`src/multi_button_press_classifier_macros.svh`:
```
// assertion macros for the multi button press classifier
// expects aclk and aresetn in the scope where a macro is used
`ifndef MULTI_BUTTON_PRESS_CLASSIFIER_MACROS_SVH
`define MULTI_BUTTON_PRESS_CLASSIFIER_MACROS_SVH

// antecedent implies consequent in the same cycle
`define MBPC_ASSERT_SAME(lbl, ante, cons, msg) \
    lbl: assert property (@(posedge aclk) disable iff (!aresetn) (ante) |-> (cons)) \
        else $error(msg);

// antecedent implies consequent in the next cycle
`define MBPC_ASSERT_NEXT(lbl, ante, cons, msg) \
    lbl: assert property (@(posedge aclk) disable iff (!aresetn) (ante) |=> (cons)) \
        else $error(msg);

`endif

```
`src/mbpc_pkg.sv`:
```
// shared types, codes and decode function for the button press classifier
// no dependencies
`default_nettype none

package mbpc_pkg;

    localparam int MAX_BUTTONS   = 4;
    localparam int TICK_W        = 8;
    localparam int PERIOD_W      = 12;
    localparam int TIME_W        = 13;
    localparam int COUNT_W       = 8;
    localparam int NIBBLE_W      = 4;
    localparam int WORD_W        = 16;
    localparam int MSG_W         = 4;
    localparam int CFG_INDEX_W   = 8;
    localparam int CFG_DATA_W    = 12;

    localparam logic [COUNT_W-1:0] LONG_COUNT_MAX = 8'd250;

    // per-button event codes
    typedef enum logic [2:0] {
        EV_NONE         = 3'd0,
        EV_CLICK        = 3'd1,
        EV_LONG         = 3'd2,
        EV_LONG_RELEASE = 3'd5,
        EV_TWICE_LONG   = 3'd6
    } mbpc_event_t;

    // register indexes
    localparam logic [CFG_INDEX_W-1:0] CFG_BUTTON_ENABLE     = 8'd0;
    localparam logic [CFG_INDEX_W-1:0] CFG_LONG_PRESS_ENABLE = 8'd1;
    localparam logic [CFG_INDEX_W-1:0] CFG_LONG_PERIOD_MS    = 8'd2;
    localparam logic [CFG_INDEX_W-1:0] CFG_CLICK_MIN_MS      = 8'd3;

    // message codes
    localparam logic [MSG_W-1:0] MSG_NONE          = 4'd0;
    localparam logic [MSG_W-1:0] MSG_RUN_CLICK     = 4'd1;
    localparam logic [MSG_W-1:0] MSG_RUN_LONG_REL  = 4'd2;
    localparam logic [MSG_W-1:0] MSG_RUN_TWICE     = 4'd3;
    localparam logic [MSG_W-1:0] MSG_ADD_CLICK     = 4'd4;
    localparam logic [MSG_W-1:0] MSG_ADD_LONG      = 4'd5;
    localparam logic [MSG_W-1:0] MSG_SUB_CLICK     = 4'd6;
    localparam logic [MSG_W-1:0] MSG_SUB_LONG      = 4'd7;
    localparam logic [MSG_W-1:0] MSG_S_CLICK       = 4'd8;
    localparam logic [MSG_W-1:0] MSG_S_LONG        = 4'd9;

    typedef struct packed {
        logic [MAX_BUTTONS-1:0] button_enable;
        logic [MAX_BUTTONS-1:0] long_press_enable;
        logic [PERIOD_W-1:0]    long_period_ms;
        logic [PERIOD_W-1:0]    click_min_ms;
    } mbpc_cfg_t;

    // listed single-button events map to a message, anything else to none
    function automatic logic [MSG_W-1:0] decode_word(input logic [WORD_W-1:0] w);
        logic [MSG_W-1:0] m;
        unique case (w)
            16'h0001: m = MSG_RUN_CLICK;
            16'h0005: m = MSG_RUN_LONG_REL;
            16'h0006: m = MSG_RUN_TWICE;
            16'h0010: m = MSG_ADD_CLICK;
            16'h0020: m = MSG_ADD_LONG;
            16'h0100: m = MSG_SUB_CLICK;
            16'h0200: m = MSG_SUB_LONG;
            16'h1000: m = MSG_S_CLICK;
            16'h2000: m = MSG_S_LONG;
            default:  m = MSG_NONE;
        endcase
        return m;
    endfunction

endpackage

`default_nettype wire

```
`src/mbpc_cfg.sv`:
```
// configuration register file of the button press classifier
// depends on mbpc_pkg
`default_nettype none

module mbpc_cfg
    import mbpc_pkg::*;
(
    input  wire logic                   aclk,
    input  wire logic                   aresetn,
    input  wire logic                   cfg_valid,
    output logic                        cfg_ready,
    input  wire logic [CFG_INDEX_W-1:0] cfg_index,
    input  wire logic [CFG_DATA_W-1:0]  cfg_data,
    output mbpc_cfg_t                   cfg
);

    mbpc_cfg_t cfg_reg;

    assign cfg_ready = 1'b1;
    assign cfg       = cfg_reg;

    always_ff @(posedge aclk) begin
        if (!aresetn) begin
            cfg_reg.button_enable     <= 4'hF;
            cfg_reg.long_press_enable <= 4'hF;
            cfg_reg.long_period_ms    <= 12'd1000;
            cfg_reg.click_min_ms      <= 12'd100;
        end else if (cfg_valid) begin
            unique case (cfg_index)
                CFG_BUTTON_ENABLE:     cfg_reg.button_enable     <= cfg_data[MAX_BUTTONS-1:0];
                CFG_LONG_PRESS_ENABLE: cfg_reg.long_press_enable <= cfg_data[MAX_BUTTONS-1:0];
                CFG_LONG_PERIOD_MS:    cfg_reg.long_period_ms    <= cfg_data;
                CFG_CLICK_MIN_MS:      cfg_reg.click_min_ms      <= cfg_data;
                default: ;
            endcase
        end
    end

endmodule

`default_nettype wire

```
`src/mbpc_button.sv`:
```
// press timer, long press counter and event state of one button
// depends on mbpc_pkg
`default_nettype none

module mbpc_button
    import mbpc_pkg::*;
(
    input  wire logic                 aclk,
    input  wire logic                 aresetn,
    input  wire logic                 step,
    input  wire logic                 enable,
    input  wire logic                 lp_en,
    input  wire logic                 level,
    input  wire logic [TICK_W-1:0]    tick_ms,
    input  wire mbpc_cfg_t            cfg,
    output logic [NIBBLE_W-1:0]       nibble
);

    logic [TIME_W-1:0]  time_reg, time_next;
    logic [COUNT_W-1:0] count_reg, count_next;
    mbpc_event_t        ev_reg, ev_next;
    logic [TIME_W-1:0]  held_sum;
    logic [COUNT_W-1:0] count_inc;

    always_comb begin
        held_sum   = time_reg + {{(TIME_W-TICK_W){1'b0}}, tick_ms};
        count_inc  = (count_reg < LONG_COUNT_MAX) ? count_reg + 8'd1 : count_reg;
        time_next  = time_reg;
        count_next = count_reg;
        ev_next    = ev_reg;
        if (enable) begin
            if (!level) begin
                // held
                if (held_sum > {1'b0, cfg.long_period_ms}) begin
                    time_next = '0;
                    if (lp_en) begin
                        count_next = count_inc;
                        ev_next    = (count_inc > 8'd1) ? EV_TWICE_LONG : EV_LONG;
                    end
                end else begin
                    time_next = held_sum;
                end
            end else begin
                // released
                if (count_reg != '0) begin
                    if (lp_en) begin
                        ev_next = EV_LONG_RELEASE;
                    end
                end else if (time_reg > {1'b0, cfg.click_min_ms}) begin
                    ev_next = EV_CLICK;
                end else begin
                    ev_next = EV_NONE;
                end
                time_next  = '0;
                count_next = '0;
            end
        end
    end

    assign nibble = enable ? {1'b0, ev_next} : '0;

    always_ff @(posedge aclk) begin
        if (!aresetn) begin
            time_reg  <= '0;
            count_reg <= '0;
            ev_reg    <= EV_NONE;
        end else if (step) begin
            time_reg  <= time_next;
            count_reg <= count_next;
            ev_reg    <= ev_next;
        end
    end

endmodule

`default_nettype wire

```
`src/multi_button_press_classifier.sv`:
```
// top level of the multi button press classifier: input register, per-button
// logic, word compare and message decode, result register
// depends on mbpc_pkg, mbpc_cfg, mbpc_button and the assertion macro header
//
// usage:
// - input stream: one request per scan tick, tick_ms and the four active-low
//   button levels; each request yields exactly one result request
// - result stream: message code, packed event word and a changed flag
// - config channel: cfg_valid/cfg_index/cfg_data, always ready; write only
//   while the block is idle
// - path: the accepting edge fills the input register, the tick moves on into
//   the result register once the result slot is free; throughput one tick per
//   cycle while m_tready holds, set by the single combinational per-button update
// - receiver stall: the result register holds, an empty input register still
//   takes one request, then s_tready drops until the result is taken
// - reset (aresetn low, synchronous): timers, counts, events and the last
//   word clear, registers return to their defaults, both streams go empty
`default_nettype none

`include "multi_button_press_classifier_macros.svh"

module multi_button_press_classifier
    import mbpc_pkg::*;
#(
    parameter int NUM_BUTTONS = 4
) (
    input  wire logic                   aclk,
    input  wire logic                   aresetn,
    // input stream
    input  wire logic                   s_tvalid,
    output logic                        s_tready,
    input  wire logic [15:0]            s_tdata,   // tick_ms[7:0], levels[11:8], zero pad
    // result stream
    output logic                        m_tvalid,
    input  wire logic                   m_tready,
    output logic [23:0]                 m_tdata,   // message[3:0], event_word[19:4], zero pad
    output logic [0:0]                  m_tuser,   // changed[0]
    // configuration writes
    input  wire logic                   cfg_valid,
    output logic                        cfg_ready,
    input  wire logic [CFG_INDEX_W-1:0] cfg_index,
    input  wire logic [CFG_DATA_W-1:0]  cfg_data
);

    mbpc_cfg_t cfg;

    // input register
    logic                   in_valid_reg;
    logic [TICK_W-1:0]      tick_reg;
    logic [MAX_BUTTONS-1:0] levels_reg;

    // result register
    logic                   out_valid_reg;
    logic [MSG_W-1:0]       message_reg;
    logic [WORD_W-1:0]      word_reg;
    logic                   changed_reg;

    logic [WORD_W-1:0]      last_word_reg;
    logic [WORD_W-1:0]      word_next;
    logic                   changed_next;
    logic [MSG_W-1:0]       message_next;
    logic                   advance;

    // the tick in the input register moves on when the result slot is free
    assign advance  = in_valid_reg && (!out_valid_reg || m_tready);
    assign s_tready = !in_valid_reg || advance;

    mbpc_cfg u_cfg (
        .aclk      (aclk),
        .aresetn   (aresetn),
        .cfg_valid (cfg_valid),
        .cfg_ready (cfg_ready),
        .cfg_index (cfg_index),
        .cfg_data  (cfg_data),
        .cfg       (cfg)
    );

    // one lane per existing button, absent buttons give zero nibbles
    for (genvar i = 0; i < MAX_BUTTONS; i++) begin : g_btn
        if (i < NUM_BUTTONS) begin : g_on
            mbpc_button u_button (
                .aclk    (aclk),
                .aresetn (aresetn),
                .step    (advance),
                .enable  (cfg.button_enable[i]),
                .lp_en   (cfg.long_press_enable[i]),
                .level   (levels_reg[i]),
                .tick_ms (tick_reg),
                .cfg     (cfg),
                .nibble  (word_next[NIBBLE_W*i +: NIBBLE_W])
            );
        end else begin : g_off
            assign word_next[NIBBLE_W*i +: NIBBLE_W] = '0;
        end
    end

    // message only when the packed word moves
    assign changed_next = (word_next != last_word_reg);
    assign message_next = changed_next ? decode_word(word_next) : MSG_NONE;

    always_ff @(posedge aclk) begin
        if (!aresetn) begin
            in_valid_reg <= 1'b0;
        end else if (s_tready) begin
            in_valid_reg <= s_tvalid;
        end
    end

    always_ff @(posedge aclk) begin
        if (s_tready && s_tvalid) begin
            tick_reg   <= s_tdata[7:0];
            levels_reg <= s_tdata[11:8];
        end
    end

    always_ff @(posedge aclk) begin
        if (!aresetn) begin
            out_valid_reg <= 1'b0;
            last_word_reg <= '0;
        end else begin
            if (advance) begin
                out_valid_reg <= 1'b1;
                last_word_reg <= word_next;
            end else if (m_tready) begin
                out_valid_reg <= 1'b0;
            end
        end
    end

    always_ff @(posedge aclk) begin
        if (advance) begin
            message_reg <= message_next;
            word_reg    <= word_next;
            changed_reg <= changed_next;
        end
    end

    assign m_tvalid = out_valid_reg;
    assign m_tdata  = {4'b0000, word_reg, message_reg};
    assign m_tuser  = changed_reg;

    // an unchanged word never carries a message
    `MBPC_ASSERT_SAME(a_msg_needs_change, m_tvalid && !m_tuser[0], m_tdata[3:0] == MSG_NONE, "message without change")
    // a tick that moves on always lands in the result register
    `MBPC_ASSERT_NEXT(a_advance_fills_out, advance, m_tvalid, "result lost after advance")
    // a held tick is not dropped while the result side stalls
    `MBPC_ASSERT_NEXT(a_input_held, in_valid_reg && !advance, in_valid_reg && m_tvalid, "held tick dropped")

endmodule

`default_nettype wire
```
`config.mk`:
```
export PLATFORM = sky130hd
export DESIGN_NAME = multi_button_press_classifier
export DESIGN_NICKNAME = d
export VERILOG_FILES = /design/src/mbpc_pkg.sv /design/src/mbpc_cfg.sv /design/src/mbpc_button.sv /design/src/multi_button_press_classifier.sv
export VERILOG_INCLUDE_DIRS = /design/src /design/src/src
export SDC_FILE = /design/constraint.sdc
export NUM_CORES = 1
export LEC_CHECK = 0
export BUFFER_PORTS_ARGS = -buffer_cell sky130_fd_sc_hd__buf_2
export CORE_ASPECT_RATIO = 1.2
export CORE_UTILIZATION = 45
export CTS_CLUSTER_SIZE = 30
export DETAILED_ROUTE_END_ITERATION = 10
export PLACE_DENSITY = 0.75
export SLEW_MARGIN = 15
export SYNTH_ARGS = -nofsm -noshare
export SYNTH_HDL_FRONTEND = slang
export SYNTH_SLANG_ARGS = --single-unit
```
`constraint.sdc`:
```
create_clock -name aclk -period 5.3 [get_ports aclk]
set_input_delay 0.795 -clock aclk [delete_from_list [all_inputs] [get_ports aclk]]
set_output_delay 0.795 -clock aclk [all_outputs]
set_load 0.03 [all_outputs]
```
==> run metrics <==
run status completed; number of input and output port buffers inserted 55; Initial Util 45.85%; average size of a mapped cell 8.246 µm²; Pwr Total 3.010 mW; Final setup violation count 0; die extent in x 149.0 µm; Top delay family on crit path compound AO/OA/AOI/OAI gates; drt wl/cell 17.74 µm; post-route ant nets 0; area of the core 25,460 µm²; row cnt 64; register cell area after layout 3714 µm²; highest cell delay on the worst timing path 0.53 ns; clock-pin slew on the worst setup and hold paths 0.07 ns; cell count after synthesis 1,416; standby leakage power 5.592 nW; top cells by area, synth sky130_fd_sc_hd__dfxtp_1 24%, sky130_fd_sc_hd__ha_1 15%, sky130_fd_sc_hd__edfxtp_1 7.5%; Arrival @ worst endpoint 5.56 ns; Post-synth top cells 155 x sky130_fd_sc_hd__nand2_1, 146 x sky130_fd_sc_hd__a21oi_1, 142 x sky130_fd_sc_hd__dfxtp_1, 136 x sky130_fd_sc_hd__ha_1, 136 x sky130_fd_sc_hd__nor2_1; area occupied by multi-input gates 7580 µm²; via count of the first global-routing pass 10,210; top-area cell type share of the netlist area 24.35%; number of antenna violations at the first check in global routing 0; aggregate global routing overflow 0; time the worst path needs with I/O delays and setup 5.268 ns; initial drt markers 830; maximum number of pins on one net before global-route repair 76; maximum vdd drop 238.4 µV; Max Freq 0.1898 GHz; Largest register FFs 52; number of hold violations in the final report 0; crit-path most repeated cell sky130_fd_sc_hd__a21oi_2; maximum level of the CTS H-tree 4; asr flop ratio synth 0%; wire length of the first global-routing pass 51,910 µm; fraction of the yosys area taken by sequential cells 31.80%; crit path max-delay cell type sky130_fd_sc_hd__edfxtp_1; count of fill cells added during filler insertion 2,344; Hold Crit Class reg2reg; CTS Root Buffer Type sky130_fd_sc_hd__clkbuf_16; startpoint type of the worst setup path flip-flop; ordered list of cells on the worst path ha_1, a21o_1, a21oi_2, o21bai_1, a21oi_2, o21bai_1, a41o_1, and3_4, xor2_1, ha_1, nand3_2, nor4_2, a21o_2, a31oi_4, nor2_4, o311a_1, or3_4, or4b_4, or4_4, a21oi_2; crit-path max FO 5; first-pass iteration count of the detailed router 6; count of unresolved DRC violations after routing 0; I/O pins 69; clock sinks 171; area of the die 26,600 µm²; number of flip-flops and latches in the synthesized netlist 171; classification of the worst setup path reg2reg; routed wire length 32,460 µm; number of cell instances on the worst register-to-register path 20; logic gate share of total power 13.3%; total cell area at the placement stage 12,410 µm²; share of total power in the clock network 41.0%; combined global-route utilization of all metal layers 25.02%; Hold Slack 0.4545 ns; cts bufs inserted 17; number of synthesis warnings 0; CP endpoint kind flip-flop; cell area power density 227.3 nW/µm²; most used standard cell by instance count after synthesis sky130_fd_sc_hd__nand2_1; Setup Skew 0.01009 ns; count of distinct cell types in the synthesized netlist 87; WP data required 5.59 ns; final-report max-slew violation count 0; Buf+Inv Stages, Crit Path 0; net switching power figure 0.8339 mW; total number of vias 10,850; count of flip-flops with a built-in enable after synthesis 29; max-cap viol count 0; cell area after technology mapping 11,680 µm²; # diodes 0; HPWL after detailed placement 23,390 µm; maximum buffer depth of the clock tree 2; unrepaired setup endpoints after global routing yes; transition time at the pin with the least slew margin 1.008 ns; Worst path depth 20; post-detailed-route via-to-cell ratio 5.926; Layout area overhead 13.37%; relative contribution of sequential cells to total power 45.7%; placer's final routability congestion estimate 0.9337; most instantiated flip-flop cell in the synthesis netlist sky130_fd_sc_hd__dfxtp_1; clock tree from TritonCTS done; Relative slew margins 32.18%; latest clock arrival within the worst-skew pair 0.44 ns; Sw Ratio 27.71%; final clock period utilization by the worst path 99.39%; share of final-layout standard cells stronger than drive strength 1 13.80%; Layout Nets 1,668; Die Span Y 178.5 µm; library cell occupying the most area in the post-synthesis netlist sky130_fd_sc_hd__dfxtp_1; Int Power 2.176 mW; cell depth of the worst min-delay path 2; fin area 13,240 µm²
## per-layer routing
layer / share of wire [%] / wire length (µm) / global-route usage, % / vias up
li1: - / - / - / 5235
met1: 43 / 13940 / 31.69 / 5147
met2: 46 / 14830 / 40.48 / 379
met3: 6.9 / 2232 / 4.629 / 84
met4: 4.5 / 1457 / 12.63 / 0
met5: 0 / 0 / 0 / -
## area by class of cell
type,count,share of cell area [%]
tap,330,3.119
inverter,76,2.164
clock inverter,10,0.5671
timing repair buffer,108,5.085
multi-input combinational,1113,57.26
clock buffer,22,3.752
sequential,171,28.05
## power by group through the flow
stage / sequential, mW / combinational [mW] / clock [mW]
floorplan: 1.41 / 0.269 / 0
global placement: 1.40 / 0.369 / 0
detailed placement: 1.40 / 0.379 / 0
CTS: 1.38 / 0.383 / 1.25
global route: 1.38 / 0.441 / 1.31
finish: 1.38 / 0.399 / 1.23
## metrics by stage
stage | instances | worst slack (ns) | TNS, ns | util (%)
finish | 1830 | 0.03250 | 0 | 51.99
detailed placement | 1790 | -0.01915 | -0.01915 | 48.75
global placement | 1790 | 0.06692 | 0 | 48.75
floorplan | 1423 | 0.2386 | 0 | -
CTS | 1823 | 0.003138 | 0 | 51.16
global route | 1830 | -0.1232 | -0.1232 | 51.99
## worst register-to-register path: cells and delay by family (launching register included)
family | cells | cell delay [ns]
xor+xnor | 1 | 0.14
compound gates | 10 | 1.94
simple gates | 7 | 1.82
flops | 1 | 0.53
fa+ha+maj | 2 | 0.69
## final timing paths
kind,startpoint,to,slack [ns]
worst min-delay path,u_cfg.cfg[3],u_cfg.cfg[3],0.45
worst min register to register,u_cfg.cfg[3],u_cfg.cfg[3],0.45
worst max register to register,tick_reg[1],message_reg[0],0.03
worst max-delay path,tick_reg[1],message_reg[0],0.03
## kinds of logic after synthesis
kind of cell | after synthesis | share of synthesized area [%]
compound gates | 391 | 21.53
xor+xnor | 62 | 4.811
fa+ha+maj | 140 | 15.26
buf+inv | 139 | 5.154
flops | 171 | 31.80
mux | 10 | 0.8573
other cells | 2 | 0.06432
simple gates | 501 | 20.52
## timing repair
action | 4_1_cts | 5_1_grt
setup buffers | 1 | 7
hold buffers | 0 | 0
pin swaps | 0 | 27
endpoints found under the setup margin | 5 | 11
gates resized for setup | 7 | 35
## cell usage in the layout (no fill, tap or decap), types with 19 or more instances in the layout
| cell type | instances |
|---|---|
| sky130_fd_sc_hd__nand2_1 | 155 |
| sky130_fd_sc_hd__edfxtp_1 | 29 |
| sky130_fd_sc_hd__xnor2_1 | 44 |
| sky130_fd_sc_hd__inv_1 | 73 |
| sky130_fd_sc_hd__a22oi_1 | 36 |
| sky130_fd_sc_hd__nor3_1 | 25 |
| sky130_fd_sc_hd__ha_1 | 136 |
| sky130_fd_sc_hd__dfxtp_1 | 142 |
| sky130_fd_sc_hd__a21oi_1 | 134 |
| sky130_fd_sc_hd__nor2_1 | 133 |
| sky130_fd_sc_hd__o211ai_1 | 19 |
| sky130_fd_sc_hd__buf_2 | 55 |
| sky130_fd_sc_hd__nand3_1 | 42 |
| sky130_fd_sc_hd__clkbuf_16 | 19 |
| sky130_fd_sc_hd__nor4_1 | 20 |
| sky130_fd_sc_hd__buf_4 | 53 |
| sky130_fd_sc_hd__a21o_1 | 22 |
| sky130_fd_sc_hd__o21ai_0 | 63 |
Note: power is estimated with default switching activity, not from simulation.
